### config.mk
export PLATFORM = sky130hd
export DESIGN_NAME = midi_track_event_parser_flat
export DESIGN_NICKNAME = d
export VERILOG_FILES = /design/src/sv/mtep_pkg.sv /design/src/sv/mtep_if.sv /design/src/sv/mtep_in_reg.sv /design/src/sv/mtep_core.sv /design/src/sv/mtep_out_reg.sv /design/src/sv/midi_track_event_parser.sv /design/src/flat_wrapper.sv
export SDC_FILE = /design/constraint.sdc
export NUM_CORES = 1
export LEC_CHECK = 0
export CORE_MARGIN = 2
export CORE_UTILIZATION = 39
export CTS_CLUSTER_DIAMETER = 120
export DETAILED_ROUTE_END_ITERATION = 10
export DONT_BUFFER_PORTS = 1
export PLACE_DENSITY = 0.63
export SETUP_SLACK_MARGIN = 0.4
export SKIP_LAST_GASP = 1
export SLEW_MARGIN = 40
export SYNTH_ARGS = -nofsm -noshare
export SYNTH_HDL_FRONTEND = slang
export SYNTH_HIERARCHICAL = 1
export SYNTH_SLANG_ARGS = --single-unit
### constraint.sdc
create_clock -name clk -period 4.8 [get_ports clk]
set_clock_uncertainty 0.15 [all_clocks]
set_input_delay 0.24 -clock clk [delete_from_list [all_inputs] [get_ports clk]]
set_output_delay 0.24 -clock clk [all_outputs]
set_load 0.03 [all_outputs]
### src/sv/mtep_pkg.sv
package mtep_pkg;

  localparam int VarintBytesDflt = 4;
  localparam int AccW = 28;
  localparam int CntW = 3;

  // parser phases, one-hot
  typedef enum logic [7:0] {
    PH_DELTA   = 8'b0000_0001,
    PH_STATUS  = 8'b0000_0010,
    PH_D1      = 8'b0000_0100,
    PH_D2      = 8'b0000_1000,
    PH_SXLEN   = 8'b0001_0000,
    PH_MTYPE   = 8'b0010_0000,
    PH_MLEN    = 8'b0100_0000,
    PH_PAYLOAD = 8'b1000_0000
  } phase_t;

  typedef enum logic [2:0] {
    KIND_NOTE_OFF = 3'd0,
    KIND_NOTE_ON  = 3'd1,
    KIND_CC       = 3'd2,
    KIND_SYSEX_F0 = 3'd3,
    KIND_SYSEX_F7 = 3'd4,
    KIND_META     = 3'd5,
    KIND_PAYLOAD  = 3'd6,
    KIND_ERROR    = 3'd7
  } kind_t;

  typedef enum logic [1:0] {
    ERR_TRUNCATED  = 2'd0,
    ERR_NO_RUNNING = 2'd1,
    ERR_UNSUPPORTED = 2'd2,
    ERR_VARINT_LONG = 2'd3
  } err_t;

  localparam logic [7:0] ST_SYSEX_F0 = 8'hF0;
  localparam logic [7:0] ST_SYSEX_F7 = 8'hF7;
  localparam logic [7:0] ST_META     = 8'hFF;
  localparam logic [3:0] HI_NOTE_OFF = 4'h8;
  localparam logic [3:0] HI_NOTE_ON  = 4'h9;
  localparam logic [3:0] HI_CC       = 4'hB;

  typedef struct packed {
    logic [7:0] data_byte;
    logic       track_first;
    logic       track_last;
  } in_item_t;

  typedef struct packed {
    kind_t          kind;
    logic [AccW-1:0] delta_ticks;
    logic [3:0]     channel;
    logic [7:0]     first_data;
    logic [7:0]     second_data;
    logic [7:0]     meta_kind;
    logic [AccW-1:0] payload_length;
    logic [7:0]     payload_value;
    logic           payload_end;
    err_t           error_code;
  } res_t;

  function automatic logic is_channel(input logic [7:0] s);
    is_channel = (s[7:4] == HI_NOTE_OFF) || (s[7:4] == HI_NOTE_ON) || (s[7:4] == HI_CC);
  endfunction

endpackage

### src/sv/mtep_if.sv
interface mtep_in_if;
  logic       valid;
  logic       ready;
  logic [7:0] data_byte;
  logic       track_first;
  logic       track_last;

  modport source(output valid, output data_byte, output track_first, output track_last,
                 input ready);
  modport sink(input valid, input data_byte, input track_first, input track_last,
               output ready);
endinterface

interface mtep_out_if;
  logic        valid;
  logic        ready;
  logic [2:0]  kind;
  logic [27:0] delta_ticks;
  logic [3:0]  channel;
  logic [7:0]  first_data;
  logic [7:0]  second_data;
  logic [7:0]  meta_kind;
  logic [27:0] payload_length;
  logic [7:0]  payload_value;
  logic        payload_end;
  logic [1:0]  error_code;

  modport source(output valid, output kind, output delta_ticks, output channel,
                 output first_data, output second_data, output meta_kind,
                 output payload_length, output payload_value, output payload_end,
                 output error_code, input ready);
  modport sink(input valid, input kind, input delta_ticks, input channel,
               input first_data, input second_data, input meta_kind,
               input payload_length, input payload_value, input payload_end,
               input error_code, output ready);
endinterface

### src/sv/mtep_in_reg.sv
module mtep_in_reg (
  input  logic              clk,
  input  logic              rst_n,
  input  logic              in_valid,
  output logic              in_ready,
  input  mtep_pkg::in_item_t in_item,
  input  logic              take,
  output logic              item_vld,
  output mtep_pkg::in_item_t item
);

  logic               vld_r, vld_nxt;
  mtep_pkg::in_item_t item_r;

  assign in_ready = !vld_r || take;
  assign vld_nxt  = in_valid ? 1'b1 : (vld_r && !take);

  always_ff @(posedge clk) begin
    if (!rst_n) begin
      vld_r <= 1'b0;
    end else begin
      vld_r <= vld_nxt;
    end
  end

  always_ff @(posedge clk) begin
    if (in_valid && in_ready) begin
      item_r <= in_item;
    end
  end

  assign item_vld = vld_r;
  assign item     = item_r;

endmodule

### src/sv/mtep_core.sv
module mtep_core #(
  parameter int VARINT_BYTES = mtep_pkg::VarintBytesDflt
) (
  input  logic               clk,
  input  logic               rst_n,
  input  logic               take,
  input  mtep_pkg::in_item_t item,
  output logic               res_vld,
  output mtep_pkg::res_t     res,
  output logic               halted
);

  localparam int AccW = mtep_pkg::AccW;
  localparam int CntW = mtep_pkg::CntW;

  mtep_pkg::phase_t phase_r, phase_nxt, e_phase;
  logic [7:0]       last_r, last_nxt, e_last;
  logic [AccW-1:0]  delta_r, delta_nxt, e_delta;
  logic [CntW-1:0]  cnt_r, cnt_nxt, e_cnt, cnt_inc;
  logic [AccW-1:0]  len_r, len_nxt, e_len;
  logic [7:0]       held_r, held_nxt, e_held;
  logic [7:0]       mtype_r, mtype_nxt, e_mtype;
  logic             halt_r, halt_nxt, e_halt;
  logic [AccW-1:0]  vsrc, vacc;
  logic             vlong;
  logic [7:0]       b;

  always_comb begin
    b = item.data_byte;
    // start of track behaves like a reset ahead of the byte
    if (item.track_first) begin
      e_phase = mtep_pkg::PH_DELTA;
      e_last  = '0;
      e_delta = '0;
      e_cnt   = '0;
      e_len   = '0;
      e_held  = '0;
      e_mtype = '0;
      e_halt  = 1'b0;
    end else begin
      e_phase = phase_r;
      e_last  = last_r;
      e_delta = delta_r;
      e_cnt   = cnt_r;
      e_len   = len_r;
      e_held  = held_r;
      e_mtype = mtype_r;
      e_halt  = halt_r;
    end

    phase_nxt = e_phase;
    last_nxt  = e_last;
    delta_nxt = e_delta;
    cnt_nxt   = e_cnt;
    len_nxt   = e_len;
    held_nxt  = e_held;
    mtype_nxt = e_mtype;
    halt_nxt  = e_halt;
    res       = '0;
    res_vld   = 1'b0;

    // shared varint step for delta time and length
    if (e_phase == mtep_pkg::PH_DELTA) begin
      vsrc = (e_cnt == '0) ? '0 : e_delta;
    end else begin
      vsrc = e_len;
    end
    vacc    = {vsrc[AccW-8:0], b[6:0]};
    cnt_inc = e_cnt + CntW'(1);
    vlong   = (int'(cnt_inc) >= VARINT_BYTES);

    if (!e_halt) begin
      unique case (e_phase)
        mtep_pkg::PH_DELTA: begin
          delta_nxt = vacc;
          if (b[7]) begin
            cnt_nxt = cnt_inc;
            if (vlong) begin
              res_vld          = 1'b1;
              res.kind         = mtep_pkg::KIND_ERROR;
              res.error_code   = mtep_pkg::ERR_VARINT_LONG;
              halt_nxt         = 1'b1;
            end
          end else begin
            cnt_nxt   = '0;
            phase_nxt = mtep_pkg::PH_STATUS;
          end
        end
        mtep_pkg::PH_STATUS: begin
          if (b[7]) begin
            last_nxt = b;
            if (mtep_pkg::is_channel(b)) begin
              phase_nxt = mtep_pkg::PH_D1;
            end else if (b == mtep_pkg::ST_SYSEX_F0 || b == mtep_pkg::ST_SYSEX_F7) begin
              len_nxt   = '0;
              cnt_nxt   = '0;
              phase_nxt = mtep_pkg::PH_SXLEN;
            end else if (b == mtep_pkg::ST_META) begin
              phase_nxt = mtep_pkg::PH_MTYPE;
            end else begin
              res_vld        = 1'b1;
              res.kind       = mtep_pkg::KIND_ERROR;
              res.error_code = mtep_pkg::ERR_UNSUPPORTED;
              halt_nxt       = 1'b1;
            end
          end else if (mtep_pkg::is_channel(e_last)) begin
            held_nxt  = b;
            phase_nxt = mtep_pkg::PH_D2;
          end else begin
            res_vld        = 1'b1;
            res.kind       = mtep_pkg::KIND_ERROR;
            res.error_code = mtep_pkg::ERR_NO_RUNNING;
            halt_nxt       = 1'b1;
          end
        end
        mtep_pkg::PH_D1: begin
          held_nxt  = b;
          phase_nxt = mtep_pkg::PH_D2;
        end
        mtep_pkg::PH_D2: begin
          res_vld = 1'b1;
          if (e_last[7:4] == mtep_pkg::HI_NOTE_OFF) begin
            res.kind = mtep_pkg::KIND_NOTE_OFF;
          end else if (e_last[7:4] == mtep_pkg::HI_NOTE_ON) begin
            res.kind = mtep_pkg::KIND_NOTE_ON;
          end else begin
            res.kind = mtep_pkg::KIND_CC;
          end
          res.delta_ticks = e_delta;
          res.channel     = e_last[3:0];
          res.first_data  = e_held;
          res.second_data = b;
          phase_nxt       = mtep_pkg::PH_DELTA;
        end
        mtep_pkg::PH_SXLEN, mtep_pkg::PH_MLEN: begin
          len_nxt = vacc;
          if (b[7]) begin
            cnt_nxt = cnt_inc;
            if (vlong) begin
              res_vld        = 1'b1;
              res.kind       = mtep_pkg::KIND_ERROR;
              res.error_code = mtep_pkg::ERR_VARINT_LONG;
              halt_nxt       = 1'b1;
            end
          end else begin
            cnt_nxt            = '0;
            res_vld            = 1'b1;
            res.delta_ticks    = e_delta;
            res.payload_length = vacc;
            if (e_phase == mtep_pkg::PH_MLEN) begin
              res.kind      = mtep_pkg::KIND_META;
              res.meta_kind = e_mtype;
            end else if (e_last == mtep_pkg::ST_SYSEX_F0) begin
              res.kind = mtep_pkg::KIND_SYSEX_F0;
            end else begin
              res.kind = mtep_pkg::KIND_SYSEX_F7;
            end
            phase_nxt = (vacc == '0) ? mtep_pkg::PH_DELTA : mtep_pkg::PH_PAYLOAD;
          end
        end
        mtep_pkg::PH_MTYPE: begin
          mtype_nxt = b;
          len_nxt   = '0;
          cnt_nxt   = '0;
          phase_nxt = mtep_pkg::PH_MLEN;
        end
        mtep_pkg::PH_PAYLOAD: begin
          res_vld           = 1'b1;
          res.kind          = mtep_pkg::KIND_PAYLOAD;
          res.delta_ticks   = e_delta;
          res.payload_value = b;
          res.payload_end   = (e_len == AccW'(1));
          len_nxt           = e_len - AccW'(1);
          if (len_nxt == '0) begin
            phase_nxt = mtep_pkg::PH_DELTA;
          end
        end
        default: begin
          phase_nxt = mtep_pkg::PH_DELTA;
          cnt_nxt   = '0;
        end
      endcase

      // end of chunk: an event cut off gives a truncation error, and the parser halts
      if (item.track_last) begin
        if (!halt_nxt && !(phase_nxt == mtep_pkg::PH_DELTA && cnt_nxt == '0)) begin
          res            = '0;
          res_vld        = 1'b1;
          res.kind       = mtep_pkg::KIND_ERROR;
          res.error_code = mtep_pkg::ERR_TRUNCATED;
        end
        halt_nxt = 1'b1;
      end
    end
  end

  always_ff @(posedge clk) begin
    if (!rst_n) begin
      phase_r <= mtep_pkg::PH_DELTA;
      last_r  <= '0;
      delta_r <= '0;
      cnt_r   <= '0;
      len_r   <= '0;
      held_r  <= '0;
      mtype_r <= '0;
      halt_r  <= 1'b0;
    end else if (take) begin
      phase_r <= phase_nxt;
      last_r  <= last_nxt;
      delta_r <= delta_nxt;
      cnt_r   <= cnt_nxt;
      len_r   <= len_nxt;
      held_r  <= held_nxt;
      mtype_r <= mtype_nxt;
      halt_r  <= halt_nxt;
    end
  end

  assign halted = halt_r;

endmodule

### src/sv/mtep_out_reg.sv
module mtep_out_reg (
  input  logic           clk,
  input  logic           rst_n,
  input  logic           take,
  input  logic           res_vld,
  input  mtep_pkg::res_t res,
  output logic           slot_free,
  output logic           out_valid,
  input  logic           out_ready,
  output mtep_pkg::res_t out_res
);

  logic           vld_r, vld_nxt;
  mtep_pkg::res_t res_r;

  assign slot_free = !vld_r || out_ready;

  always_comb begin
    if (take) begin
      vld_nxt = res_vld;
    end else if (out_ready) begin
      vld_nxt = 1'b0;
    end else begin
      vld_nxt = vld_r;
    end
  end

  always_ff @(posedge clk) begin
    if (!rst_n) begin
      vld_r <= 1'b0;
    end else begin
      vld_r <= vld_nxt;
    end
  end

  always_ff @(posedge clk) begin
    if (take && res_vld) begin
      res_r <= res;
    end
  end

  assign out_valid = vld_r;
  assign out_res   = res_r;

endmodule

### src/sv/midi_track_event_parser.sv
// Standard MIDI file track event parser, one track-chunk byte per request.
// in_bus carries data_byte with track_first / track_last marks; out_bus carries
// one event header, one sysex/meta payload byte, or one error per result.
// Both channels use valid/ready; a request moves when both are high.
// A byte is held in an input register, decoded and its result
// (if any) written to the output register, which drives out_bus. Throughput
// is one byte per cycle while out_bus does not stall.
// Bytes that give no result (delta time, status, first data byte) still
// wait for a free output register before they are decoded.
// When out_bus stalls, the output register holds its result and the input
// register still takes one more byte; after that in_bus.ready follows
// out_bus.ready.
// Reset (synchronous, rst_n low) empties both registers and returns the
// parser to expecting a delta time with no running status. After an error or
// the last byte of a track the parser ignores bytes until track_first.
module midi_track_event_parser #(
  parameter int VARINT_BYTES = mtep_pkg::VarintBytesDflt
) (
  input  logic        clk,
  input  logic        rst_n,
  mtep_in_if.sink     in_bus,
  mtep_out_if.source  out_bus
);

  mtep_pkg::in_item_t in_item, item;
  mtep_pkg::res_t     res, out_res;
  logic               item_vld, slot_free, take, res_vld, halted;

  assign in_item.data_byte   = in_bus.data_byte;
  assign in_item.track_first = in_bus.track_first;
  assign in_item.track_last  = in_bus.track_last;

  assign take = item_vld && slot_free;

  mtep_in_reg u_in_reg (
    .clk      (clk),
    .rst_n    (rst_n),
    .in_valid (in_bus.valid),
    .in_ready (in_bus.ready),
    .in_item  (in_item),
    .take     (take),
    .item_vld (item_vld),
    .item     (item)
  );

  mtep_core #(
    .VARINT_BYTES (VARINT_BYTES)
  ) u_core (
    .clk     (clk),
    .rst_n   (rst_n),
    .take    (take),
    .item    (item),
    .res_vld (res_vld),
    .res     (res),
    .halted  (halted)
  );

  mtep_out_reg u_out_reg (
    .clk       (clk),
    .rst_n     (rst_n),
    .take      (take),
    .res_vld   (res_vld),
    .res       (res),
    .slot_free (slot_free),
    .out_valid (out_bus.valid),
    .out_ready (out_bus.ready),
    .out_res   (out_res)
  );

  assign out_bus.kind           = out_res.kind;
  assign out_bus.delta_ticks    = out_res.delta_ticks;
  assign out_bus.channel        = out_res.channel;
  assign out_bus.first_data     = out_res.first_data;
  assign out_bus.second_data    = out_res.second_data;
  assign out_bus.meta_kind      = out_res.meta_kind;
  assign out_bus.payload_length = out_res.payload_length;
  assign out_bus.payload_value  = out_res.payload_value;
  assign out_bus.payload_end    = out_res.payload_end;
  assign out_bus.error_code     = out_res.error_code;

  // a halted parser without a new track gives no result
  a_halt_quiet: assert property (@(posedge clk) disable iff (!rst_n)
    take && halted && !item.track_first |-> !res_vld)
    else $error("result produced while halted");

  // errors always leave the parser halted
  a_err_halts: assert property (@(posedge clk) disable iff (!rst_n)
    take && res_vld && res.kind == mtep_pkg::KIND_ERROR |=> halted)
    else $error("error did not halt parser");

  // payload end only on payload results
  a_pend_kind: assert property (@(posedge clk) disable iff (!rst_n)
    out_bus.valid && out_bus.payload_end |-> out_bus.kind == mtep_pkg::KIND_PAYLOAD)
    else $error("payload_end on non-payload result");

  // no result appears without a byte taken the cycle before
  a_out_src: assert property (@(posedge clk) disable iff (!rst_n)
    $rose(out_bus.valid) |-> $past(take))
    else $error("result without a decoded byte");

endmodule

### src/flat_wrapper.sv
// flat-port wrapper written by rule: the top's interface ports become plain ports
module midi_track_event_parser_flat 
#(
  parameter int VARINT_BYTES = mtep_pkg::VarintBytesDflt
)
  (clk, rst_n, in_bus_valid, in_bus_data_byte, in_bus_track_first, in_bus_track_last, in_bus_ready, out_bus_valid, out_bus_kind, out_bus_delta_ticks, out_bus_channel, out_bus_first_data, out_bus_second_data, out_bus_meta_kind, out_bus_payload_length, out_bus_payload_value, out_bus_payload_end, out_bus_error_code, out_bus_ready);
  mtep_in_if in_bus_i ();
  mtep_out_if out_bus_i ();
  input  logic clk;
  input  logic rst_n;
  input wire logic [$bits(in_bus_i.valid)-1:0] in_bus_valid;
  input wire logic [$bits(in_bus_i.data_byte)-1:0] in_bus_data_byte;
  input wire logic [$bits(in_bus_i.track_first)-1:0] in_bus_track_first;
  input wire logic [$bits(in_bus_i.track_last)-1:0] in_bus_track_last;
  output wire logic [$bits(in_bus_i.ready)-1:0] in_bus_ready;
  output wire logic [$bits(out_bus_i.valid)-1:0] out_bus_valid;
  output wire logic [$bits(out_bus_i.kind)-1:0] out_bus_kind;
  output wire logic [$bits(out_bus_i.delta_ticks)-1:0] out_bus_delta_ticks;
  output wire logic [$bits(out_bus_i.channel)-1:0] out_bus_channel;
  output wire logic [$bits(out_bus_i.first_data)-1:0] out_bus_first_data;
  output wire logic [$bits(out_bus_i.second_data)-1:0] out_bus_second_data;
  output wire logic [$bits(out_bus_i.meta_kind)-1:0] out_bus_meta_kind;
  output wire logic [$bits(out_bus_i.payload_length)-1:0] out_bus_payload_length;
  output wire logic [$bits(out_bus_i.payload_value)-1:0] out_bus_payload_value;
  output wire logic [$bits(out_bus_i.payload_end)-1:0] out_bus_payload_end;
  output wire logic [$bits(out_bus_i.error_code)-1:0] out_bus_error_code;
  input wire logic [$bits(out_bus_i.ready)-1:0] out_bus_ready;
  assign in_bus_i.valid = in_bus_valid;
  assign in_bus_i.data_byte = in_bus_data_byte;
  assign in_bus_i.track_first = in_bus_track_first;
  assign in_bus_i.track_last = in_bus_track_last;
  assign in_bus_ready = in_bus_i.ready;
  assign out_bus_valid = out_bus_i.valid;
  assign out_bus_kind = out_bus_i.kind;
  assign out_bus_delta_ticks = out_bus_i.delta_ticks;
  assign out_bus_channel = out_bus_i.channel;
  assign out_bus_first_data = out_bus_i.first_data;
  assign out_bus_second_data = out_bus_i.second_data;
  assign out_bus_meta_kind = out_bus_i.meta_kind;
  assign out_bus_payload_length = out_bus_i.payload_length;
  assign out_bus_payload_value = out_bus_i.payload_value;
  assign out_bus_payload_end = out_bus_i.payload_end;
  assign out_bus_error_code = out_bus_i.error_code;
  assign out_bus_i.ready = out_bus_ready;
  midi_track_event_parser #(.VARINT_BYTES(VARINT_BYTES)) u_core (.clk(clk), .rst_n(rst_n), .in_bus(in_bus_i), .out_bus(out_bus_i));
endmodule
==> impl_metrics.csv, run 1 <==
group,metric,value,unit
power_and_ir_drop,power.share.switching,25.3,%
clocking,clock_tree_from_tritoncts,"done",
routing,remaining_drc_errors,8,
global_routing,grt_first_pass_wirelength,47.4,mm
clocking,clock_tree.buffer_depth,3,
routing,postRouteAntennaNets,0,
setup_path,timing.critical_path.max_delay_family,"compound AO/OA/AOI/OAI gates",
setup_path,path_buf_inv,3,
setup_path,required_time_at_the_worst_slack_endpoint,4850,ps
synthesis,syn_area_per_cell,9.56,µm²
timing,rsz0062_at_grt,"false",
clocking,worst_skew_pair_latency,500,ps
setup_path,critical_path_arrival,4130,ps
global_routing,grt_antenna_before_repair,0,
routing,detail_route.wl_per_cell,21.1,µm
setup_path,crit_chain,"inv_1 -> buf_4 -> nand2_1 -> ha_1 -> nor2b_1 -> o311ai_0 -> a211oi_1 -> o211ai_1 -> o211ai_1 -> or2_2 -> o21ai_4 -> o31a_1 -> and2_4 -> clkbuf_16",
synthesis,synthesis.yosys.warnings,6,
synthesis,cell_area_after_synthesis,10400,µm²
setup_path,critPathSlowestCell,"sky130_fd_sc_hd__edfxtp_1",
global_routing,grt.total_usage,20.9,%
layout,antennaDiodeCount,0,
clocking,ctsHtreeMaxLevel,1,
setup_path,start_kind,"flop",
placed_design,port-buffer-count,0,
synthesis,syn-instance-count,1088,
synthesis,yosys_register_bits,202,
clocking,cts_inserted_buffers,22,
timing,setup-violations-final,0,
power_and_ir_drop,p_switching,1.01,mW
floorplanning,io_pins,114,
timing,report.final.slew_viol_count,0,
power_and_ir_drop,pwr_density_cell,341,nW/µm²
power_and_ir_drop,power.clock.fraction,42.7,%
global_routing,grt_max_degree,96,
routing,drc_marker_count_from_the_first_detailed_route_iteration,1086,
floorplanning,die-width,167,µm
synthesis,ys_types,73,
setup_path,worstSetupPathType,"reg2reg",
status,status,"complete, but fails checks",
status,failed_checks,"DRC",
global_routing,gr-total-overflow,0,
placed_design,post-dp-hpwl,20.0,mm
timing,slew-limit-headroom,48.8,%
setup_path,crit_path_max_incr_delay,430,ps
timing,maxClockFrequency,245,MHz
floorplanning,starting_density_of_the_core,39.8,%
setup_path,crit_fanout,40,
timing,whs,222,ps
job,max-cap-violations,0,
synthesis,syn-num-nets,1107,
routing,route.final.wire_length,30.0,mm
synthesis,postSynth.topFlopCell,"sky130_fd_sc_hd__edfxtp_1",
floorplanning,design.core.area,26100,µm²
placed_design,place_congestion,0.995,
clocking,postCtsSetupRepairBufs,0,
layout,post_route_cells_drive_above_1_share,12.7,%
timing,post-route-period-util,85.1,%
synthesis,synth-edff-count,108,
floorplanning,die_height,167,µm
timing,final.min_clock_period,4080,ps
timing,report.final.hold_viol_count,0,
power_and_ir_drop,power.combinational.fraction,8.6,%
setup_path,end_kind,"flop",
global_routing,number_of_global_route_vias_before_repair,8117,
power_and_ir_drop,fin_total_pwr,3.99,mW
synthesis,synth_async_sr_flop_share,0,%
power_and_ir_drop,ir_drop,0.209,mV
setup_path,cpMostUsedCell,"sky130_fd_sc_hd__o211ai_1",
power_and_ir_drop,static-leakage-power,3.82,nW
power_and_ir_drop,seq_power_share,48.7,%
timing,worst_slew_pin_slew,762,ps
layout,sequential_cell_area,5120,µm²
clocking,cts.clk_slew.worst_paths,60,ps
synthesis,synth_seq_area_share,49.3,%
layout,final.fill_count,2506,
layout,area.growth.synth_to_final,12.6,%
worst_hold_path,hold_path_class,"in2reg",
routing,vias_per_cell,5.96,
clocking,number_of_sinks_on_the_clock_net,202,
floorplanning,rows,59,
layout,multiInputGateArea,4860,µm²
layout,nets,1090,
clocking,clock_tree.root_cell,"sky130_fd_sc_hd__clkbuf_16",
routing,drt-pass1-iter-count,10,
timing,totalNegativeSetupSlack,0,ps
floorplanning,fp.dieArea,28000,µm²
routing,dr_total_vias,8477,
power_and_ir_drop,internal_power,2.98,mW
through the flow:
stage / cell area [µm²] / std cells / util, % / setup WS [ps]
6_report: 11700 / 1422 / 44.8 / 715
5_1_grt: 11700 / 1422 / 44.8 / 482
4_1_cts: 11700 / 1421 / 44.7 / 614
3_5_place_dp: 10800 / 1366 / 41.2 / 616
3_3_place_gp: 10700 / 1364 / 41.0 / 606
2_1_floorplan: 10400 / 1088 / - / 412
worst paths after layout:
path / startpoint / to / slack [ps] / cells after the start
worst max-delay path: u_core/u_in_reg/item[1] / u_core/u_out_reg/out_res[57] / 720 / 14
worst max register to register: u_core/u_in_reg/item[1] / u_core/u_out_reg/out_res[57] / 720 / 14
worst min-delay path: in_bus_data_byte[3] / u_core/u_in_reg/item[5] / 220 / 1
worst min register to register: u_core/u_core/mtype_r[7] / u_core/u_core/mtype_r[7] / 360 / 2
flip-flops by register name, indices dropped and copies added, names as in the netlist:
name,count
u_core/u_out_reg/out_res,98
u_core/u_core/last_r,8
u_core/u_in_reg/item_vld,1
u_core/u_core/halted,1
u_core/u_core/len_r,28
u_core/u_core/mtype_r,8
u_core/u_core/phase_r,8
u_core/u_core/delta_r,28
u_core/u_out_reg/out_valid,1
u_core/u_in_reg/item,10
u_core/u_core/held_r,8
u_core/u_core/cnt_r,3
final cells by class:
type / instances / area share, %
clock buffers: 32 / 5.65
clock inverters: 8 / 0.609
inverters: 9 / 0.288
multi-input cells: 781 / 41.5
flip-flops and latches: 202 / 43.7
well taps: 335 / 3.58
repair buffers: 55 / 4.66
routing by layer:
layer / up-vias / global-route usage [%] / part of all wire [%]
met2: 382 / 32.5 / 45
met3: 87 / 3.64 / 8.0
met4: 0 / 7.45 / 3.4
met1: 4031 / 29.4 / 44
li1: 3977 / - / -
met5: - / 0 / 0
cells in the final DEF, fill, tap and decap left out, drive strengths merged, types with 24 or more instances in the layout:
master	count
clkbuf	33
nor4	24
nand2	127
nor2b	82
nand3	24
nor3	97
dfxtp	94
a21oi	41
buf	40
o21ai	37
a22oi	67
edfxtp	108
nor2	65
cells in the mapped netlist, types with 6 or more instances:
cell type	instances	area (µm²)
sky130_fd_sc_hd__nor3_1	53	265
sky130_fd_sc_hd__a21boi_0	16	120
sky130_fd_sc_hd__a22oi_1	67	503
sky130_fd_sc_hd__nand4_1	12	75.1
sky130_fd_sc_hd__xor2_1	10	87.6
sky130_fd_sc_hd__a31oi_1	14	87.6
sky130_fd_sc_hd__and2_1	8	50.1
sky130_fd_sc_hd__nor4_1	20	125
sky130_fd_sc_hd__nand2b_1	8	50.1
sky130_fd_sc_hd__a211oi_1	6	45.0
sky130_fd_sc_hd__nor2b_1	82	513
sky130_fd_sc_hd__a21oi_1	41	205
sky130_fd_sc_hd__clkbuf_1	65	244
sky130_fd_sc_hd__or3_1	8	50.1
sky130_fd_sc_hd__inv_1	9	33.8
sky130_fd_sc_hd__o31a_1	6	52.6
sky130_fd_sc_hd__buf_1	7	26.3
sky130_fd_sc_hd__and3_1	17	106
sky130_fd_sc_hd__o21ai_1	6	30.0
sky130_fd_sc_hd__nor2_1	65	244
sky130_fd_sc_hd__buf_2	18	90.1
sky130_fd_sc_hd__o22ai_1	13	81.3
sky130_fd_sc_hd__edfxtp_1	108	3240
sky130_fd_sc_hd__o211ai_1	7	52.6
sky130_fd_sc_hd__dfxtp_1	94	1880
sky130_fd_sc_hd__nand3b_1	9	67.6
sky130_fd_sc_hd__nand2_1	127	477
sky130_fd_sc_hd__o21ai_0	30	150
sky130_fd_sc_hd__nor3_2	43	430
sky130_fd_sc_hd__nand3_1	24	120
sky130_fd_sc_hd__xnor2_1	10	87.6
kinds of logic after synthesis:
| logic type | Yosys count | synth area share, % |
|---|---|---|
| compound gates | 248 | 16.3 |
| xor+xnor | 20 | 1.68 |
| fa+ha+maj | 5 | 0.601 |
| buf+inv | 105 | 4.37 |
| flops | 202 | 49.3 |
| mux | 1 | 0.0962 |
| simple gates | 507 | 27.7 |
power by group through the flow:
stage / registers [mW] / logic, mW / clock network (mW)
after floorplan: 1.96 / 0.246 / 0
after global placement: 1.98 / 0.302 / 0
after detailed placement: 1.98 / 0.311 / 0
after CTS: 1.94 / 0.335 / 1.73
after global routing: 1.94 / 0.369 / 1.81
final: 1.94 / 0.343 / 1.70
timing repair:
item	in CTS	in global routing
gates resized for setup	0	2
endpoints found under the setup margin	0	81
endpoints found under the hold margin	114	0
hold buffers	15	0
(Power assumes the default switching activity.)
==> run 2, diff against run 1 <==
--- a/config.mk
+++ b/config.mk
@@ -7,6 +7,7 @@
 export LEC_CHECK = 0
 export CORE_MARGIN = 2
 export CORE_UTILIZATION = 39
+export CTS_BUF_LIST = sky130_fd_sc_hd__clkbuf_8
 export CTS_CLUSTER_DIAMETER = 120
 export DETAILED_ROUTE_END_ITERATION = 10
 export DONT_BUFFER_PORTS = 1
==> run 2 against run 1 <==
The run still ends with DRC left. Power decreased by 5.5%. Non-clock buffer count stayed put. Hold slack got worse by 27 ps. Fmax fell by 0.66%. Clock-buffer cell count is 5 higher.
==> impl_metrics.csv, run 2 (synthesized netlist as in run 1, its figures left out) <==
group,metric,value,unit
routing,postRouteAntennaNets,0,
layout,antennaDiodeCount,0,
timing,whs,195,ps
routing,drt-pass1-iter-count,9,
status,failed_checks,"DRC",
layout,area.growth.synth_to_final,11.7,%
clocking,postCtsSetupRepairBufs,0,
setup_path,end_kind,"flop",
global_routing,grt_max_degree,96,
timing,worst_slew_pin_slew,789,ps
routing,remaining_drc_errors,8,
timing,rsz0062_at_grt,"false",
worst_hold_path,holdCritStartpoint,"in_bus_data_byte[3]",
setup_path,required_time_at_the_worst_slack_endpoint,4860,ps
clocking,cts_inserted_buffers,34,
timing,report.final.hold_viol_count,0,
setup_path,crit_fanout,40,
layout,nets,1102,
worst_hold_path,hold_path_class,"in2reg",
floorplanning,fp.dieArea,28000,µm²
floorplanning,io_pins,114,
clocking,worst_skew_pair_latency,540,ps
routing,drc_marker_count_from_the_first_detailed_route_iteration,1168,
timing,slew-limit-headroom,46.8,%
timing,report.final.slew_viol_count,0,
worst_hold_path,hold_depth,1,
placed_design,place_congestion,0.995,
floorplanning,die_height,167,µm
routing,detail_route.wl_per_cell,21.1,µm
layout,largest_register_ff_count,98,
global_routing,gr-total-overflow,0,
setup_path,reg2reg_setup_slack,690,ps
timing,maxClockFrequency,243,MHz
routing,route.final.wire_length,30.4,mm
layout,layout.cells.most_common,"sky130_fd_sc_hd__nand2_1",
placed_design,port-buffer-count,0,
worst_hold_path,min_delay_worst_endpoint,"u_core/u_in_reg/item[5]",
global_routing,number_of_global_route_vias_before_repair,8259,
timing,setup-violations-final,0,
global_routing,grt_first_pass_wirelength,47.8,mm
global_routing,grt.total_usage,21.2,%
floorplanning,starting_density_of_the_core,39.8,%
clocking,cts.clk_slew.worst_paths,60,ps
setup_path,rr_worst_depth,14,
floorplanning,rows,59,
timing,final.min_clock_period,4110,ps
layout,leading_cell_types_in_the_layout_fill_and_taps_excluded,"126 x sky130_fd_sc_hd__nand2_1, 108 x sky130_fd_sc_hd__edfxtp_1, 94 x sky130_fd_sc_hd__dfxtp_1",
routing,dr_total_vias,8591,
setup_path,reg2reg_to,"u_core/u_out_reg/out_res[92]",
status,status,"complete, but fails checks",
timing,totalNegativeSetupSlack,0,ps
power_and_ir_drop,pwr_density_cell,324,nW/µm²
setup_path,worstSetupPathType,"reg2reg",
setup_path,start_kind,"flop",
power_and_ir_drop,static-leakage-power,3.83,nW
floorplanning,design.core.area,26100,µm²
setup_path,critical_path_arrival,4170,ps
clocking,clock_tree.buffer_depth,3,
timing,post-route-period-util,85.7,%
setup_path,r2r-start,"u_core/u_in_reg/item[1]",
job,max-cap-violations,0,
clocking,clock_tree_from_tritoncts,"done",
floorplanning,die-width,167,µm
routing,vias_per_cell,5.96,
placed_design,post-dp-hpwl,20.0,mm
power_and_ir_drop,ir_drop,0.130,mV
clocking,clock_tree.root_cell,"sky130_fd_sc_hd__clkbuf_8",
clocking,number_of_sinks_on_the_clock_net,202,
layout,post_route_cells_drive_above_1_share,13.8,%
clocking,ctsHtreeMaxLevel,2,
global_routing,grt_antenna_before_repair,0,
==> run 2: worst max-delay path by stage <==
stage | start | to | slack, ps | cells after the start
after floorplan | u_core/u_in_reg/item[1] | u_core/u_out_reg/out_res[0] | 410 | 17
after global placement | u_core/u_in_reg/item[1] | u_core/u_out_reg/out_res[25] | 610 | 11
after detailed placement | u_core/u_in_reg/item[1] | u_core/u_out_reg/out_res[23] | 620 | 14
after CTS | u_core/u_in_reg/item[1] | u_core/u_out_reg/out_res[75] | 600 | 14
after global routing | u_core/u_in_reg/item[1] | u_core/u_out_reg/out_res[61] | 460 | 14
final | u_core/u_in_reg/item[1] | u_core/u_out_reg/out_res[92] | 690 | 14
==> run 2: report_power, final <==
| group | internal, mW | switching, mW |
|---|---|---|
| registers | 1.86 | 0.0842 |
| logic | 0.107 | 0.236 |
| clock network | 0.771 | 0.712 |
| total | 2.74 | 1.03 |
==> run 2: stage by stage <==
stage	utilization (%)	setup slack (ps)	power [mW]	cell area [µm²]	instances
2_1_floorplan	-	412	2.20	10400	1088
3_3_place_gp	41.0	606	2.28	10700	1364
3_5_place_dp	41.2	616	2.29	10800	1366
4_1_cts	44.3	597	3.80	11600	1441
5_1_grt	44.5	457	3.91	11600	1442
6_report	44.5	688	3.77	11600	1442
==> run 2: cell type report <==
cell class	instances	area [µm²]
well taps	335	419
fillers	2541	14500
repair buffers	55	546
clock buffers	37	509
clock inverters	23	131
inverters	9	33.8
flip-flops and latches	202	5120
multi-input cells	781	4860
==> run 2: per-layer routing <==
| layer | part of all wire [%] | vias to the layer above | global-route usage [%] |
|---|---|---|---|
| met1 | 43 | 4086 | 29.2 |
| li1 | - | 3997 | - |
| met4 | 3.3 | 0 | 8.05 |
| met5 | 0 | - | 0 |
| met2 | 46 | 424 | 33.0 |
| met3 | 8.1 | 84 | 4.30 |
==> run 2: timing repair <==
| item | in CTS | in global routing |
|---|---|---|
| endpoints found under the setup margin | 0 | 81 |
| hold endpoints to repair | 114 | 0 |
| hold buffers | 15 | 0 |
| resized for setup | 0 | 2 |
==> run 2: worst max-delay path, stage by stage (launching register included) <==
cell and delay (ps):
sky130_fd_sc_hd__edfxtp_1 420, sky130_fd_sc_hd__inv_1 100, sky130_fd_sc_hd__buf_4 320, sky130_fd_sc_hd__nand2_1 150
sky130_fd_sc_hd__ha_1 230, sky130_fd_sc_hd__nor2b_1 140, sky130_fd_sc_hd__o311ai_0 390, sky130_fd_sc_hd__a211oi_1 120
sky130_fd_sc_hd__o211ai_1 250, sky130_fd_sc_hd__o211ai_1 150, sky130_fd_sc_hd__or2_2 330, sky130_fd_sc_hd__o21ai_4 190
sky130_fd_sc_hd__o31a_1 160, sky130_fd_sc_hd__and2_4 340, sky130_fd_sc_hd__clkbuf_16 330
==> run 3, diff against run 2 <==
--- a/config.mk
+++ b/config.mk
@@ -11,6 +11,7 @@
 export CTS_CLUSTER_DIAMETER = 120
 export DETAILED_ROUTE_END_ITERATION = 10
 export DONT_BUFFER_PORTS = 1
+export MAX_ROUTING_LAYER = met4
 export PLACE_DENSITY = 0.63
 export SETUP_SLACK_MARGIN = 0.4
 export SKIP_LAST_GASP = 1
==> run 3 against run 2 <==
The run still ends with DRC left. Critical path depth shrank 4. Clock power about the same. Sequential cell count unchanged. Die area is the same. Fmax shrank 1.8%. Setup slack got worse by 77 ps. Utilization is essentially flat. Cell count rose by 0.69%. Via count grew 0.42%. Largest power group unchanged.
==> impl_metrics.csv, run 3 (synthesized netlist as in run 1, its figures left out) <==
group,metric,value,unit
layout,post_route_cells_drive_above_1_share,13.8,%
power_and_ir_drop,static-leakage-power,3.86,nW
floorplanning,io_pins,114,
routing,dr_total_vias,8627,
timing,post-route-period-util,87.3,%
routing,drt-pass1-iter-count,9,
setup_path,worstSetupPathType,"reg2reg",
timing,report.final.hold_viol_count,0,
global_routing,grt.total_usage,22.4,%
timing,report.final.slew_viol_count,0,
routing,remaining_drc_errors,8,
placed_design,post-dp-hpwl,20.6,mm
layout,leading_cell_types_in_the_layout_fill_and_taps_excluded,"126 x sky130_fd_sc_hd__nand2_1, 108 x sky130_fd_sc_hd__edfxtp_1, 94 x sky130_fd_sc_hd__dfxtp_1",
layout,antennaDiodeCount,0,
timing,slew-limit-headroom,49.7,%
floorplanning,die_height,167,µm
layout,post_layout_cell_count,1452,
placed_design,port-buffer-count,0,
layout,nets,1109,
global_routing,grt_antenna_before_repair,0,
floorplanning,fp.dieArea,28000,µm²
worst_hold_path,hold_path_class,"in2reg",
status,status,"complete, but fails checks",
clocking,clock_tree_from_tritoncts,"done",
setup_path,crit_fanout,31,
global_routing,grt_max_degree,96,
placed_design,place_congestion,0.988,
power_and_ir_drop,power.combinational.fraction,9.2,%
setup_path,critPathSlowestCell,"sky130_fd_sc_hd__or4b_1",
layout,layout.cells.most_common,"sky130_fd_sc_hd__nand2_1",
floorplanning,starting_density_of_the_core,39.8,%
clocking,clock_tree.root_cell,"sky130_fd_sc_hd__clkbuf_8",
setup_path,start_kind,"flop",
clocking,worst_skew_pair_latency,530,ps
power_and_ir_drop,power.clock.fraction,39.0,%
timing,totalNegativeSetupSlack,0,ps
placed_design,placement.cell_area,10800,µm²
timing,worst_slew_pin_slew,753,ps
setup_path,reg2reg_setup_slack,610,ps
setup_path,crit_chain,"nor4_1 -> nand3_1 -> or4b_1 -> xor2_1 -> nand4_1 -> nor4_4 -> o21ai_4 -> o31a_1 -> and2_4 -> buf_12",
timing,maxClockFrequency,239,MHz
layout,area.growth.synth_to_final,11.8,%
power_and_ir_drop,p_switching,1.02,mW
setup_path,critical_path_arrival,4320,ps
worst_hold_path,hold_depth,1,
timing,final.min_clock_period,4190,ps
clocking,cts_inserted_buffers,35,
worst_hold_path,min_delay_worst_endpoint,"u_core/u_in_reg/item[5]",
setup_path,crit_path_max_incr_delay,590,ps
floorplanning,design.core.area,26100,µm²
timing,setup-violations-final,0,
clocking,cts.clk_slew.worst_paths,60,ps
timing,whs,199,ps
routing,drc_marker_count_from_the_first_detailed_route_iteration,865,
setup_path,reg2reg_to,"u_core/u_out_reg/out_res[64]",
power_and_ir_drop,internal_power,2.73,mW
layout,largest_register_ff_count,98,
power_and_ir_drop,ir_drop,0.141,mV
routing,detail_route.wl_per_cell,21.4,µm
global_routing,grt_first_pass_wirelength,48.9,mm
clocking,clock_tree.buffer_depth,3,
global_routing,number_of_global_route_vias_before_repair,8308,
placed_design,place_inst,1372,
worst_hold_path,holdCritStartpoint,"in_bus_data_byte[3]",
clocking,number_of_sinks_on_the_clock_net,202,
setup_path,rr_worst_depth,10,
routing,vias_per_cell,5.94,
job,max-cap-violations,0,
routing,postRouteAntennaNets,0,
power_and_ir_drop,pwr_density_cell,322,nW/µm²
setup_path,r2r-start,"u_core/u_core/len_r[9]",
status,failed_checks,"DRC",
global_routing,gr-total-overflow,0,
setup_path,required_time_at_the_worst_slack_endpoint,4930,ps
setup_path,end_kind,"flop",
power_and_ir_drop,seq_power_share,51.8,%
floorplanning,rows,59,
clocking,postCtsSetupRepairBufs,0,
timing,rsz0062_at_grt,"false",
routing,route.final.wire_length,31.1,mm
power_and_ir_drop,power.share.switching,27.1,%
clocking,ctsHtreeMaxLevel,2,
layout,fin_area,11600,µm²
floorplanning,die-width,167,µm
run 3: cell type report:
cell class                      instances  area [µm²]
Fill cell                            2549       14500
Sequential cell                       202        5120
Multi-Input combinational cell        782        4850
Timing Repair Buffer                   60         554
Clock buffer                           37         509
Tap cell                              335         419
Clock inverter                         27         139
Inverter                                9        33.8
run 3: what timing repair did:
action / 4_1_cts / 5_1_grt
setup endpoints to repair: 0 / 106
hold buffers: 15 / 0
gates resized for setup: 0 / 1
endpoints found under the hold margin: 114 / 0
run 3: per-stage QoR:
stage          total power [mW]  setup slack, ps  utilization (%)
4_1_cts                    3.79              558             44.5
6_report                   3.75              612             44.5
3_3_place_gp               2.29              497             41.2
2_1_floorplan              2.20              412                -
3_5_place_dp               2.29              575             41.4
5_1_grt                    3.90              425             44.5
run 3: worst max-delay path by stage:
| stage | from | to | slack (ps) |
|---|---|---|---|
| 2_1_floorplan | u_core/u_in_reg/item[1] | u_core/u_out_reg/out_res[0] | 410 |
| 3_3_place_gp | u_core/u_in_reg/item[1] | u_core/u_out_reg/out_res[62] | 500 |
| 6_report | u_core/u_core/len_r[9] | u_core/u_out_reg/out_res[64] | 610 |
| 3_5_place_dp | u_core/u_in_reg/item[1] | u_core/u_out_reg/out_res[59] | 570 |
| 4_1_cts | u_core/u_in_reg/item[1] | u_core/u_out_reg/out_res[59] | 560 |
| 5_1_grt | u_core/u_core/len_r[9] | u_core/u_out_reg/out_res[64] | 420 |
run 3: power groups by stage:
stage | Combinational, mW | Clock (mW) | Sequential (mW)
2_1_floorplan | 0.246 | 0 | 1.96
3_3_place_gp | 0.310 | 0 | 1.98
3_5_place_dp | 0.316 | 0 | 1.98
4_1_cts | 0.340 | 1.50 | 1.94
5_1_grt | 0.373 | 1.59 | 1.94
6_report | 0.345 | 1.46 | 1.94
run 3: critical path, delay by kind of cell (launching register included):
family / cells / cell delay (ps)
AO/OA/AOI/OAI: 2 / 460
XOR/XNOR: 1 / 200
buffers and inverters: 1 / 240
flip-flops: 1 / 380
AND/OR/NAND/NOR: 6 / 2480
run 3: metal layers:
| metal | routed length [µm] | GRT usage [%] |
|---|---|---|
| met5 | 0 | - |
| met4 | 958 | 7.90 |
| met3 | 2350 | 3.59 |
| met2 | 14200 | 33.9 |
| met1 | 13600 | 30.7 |
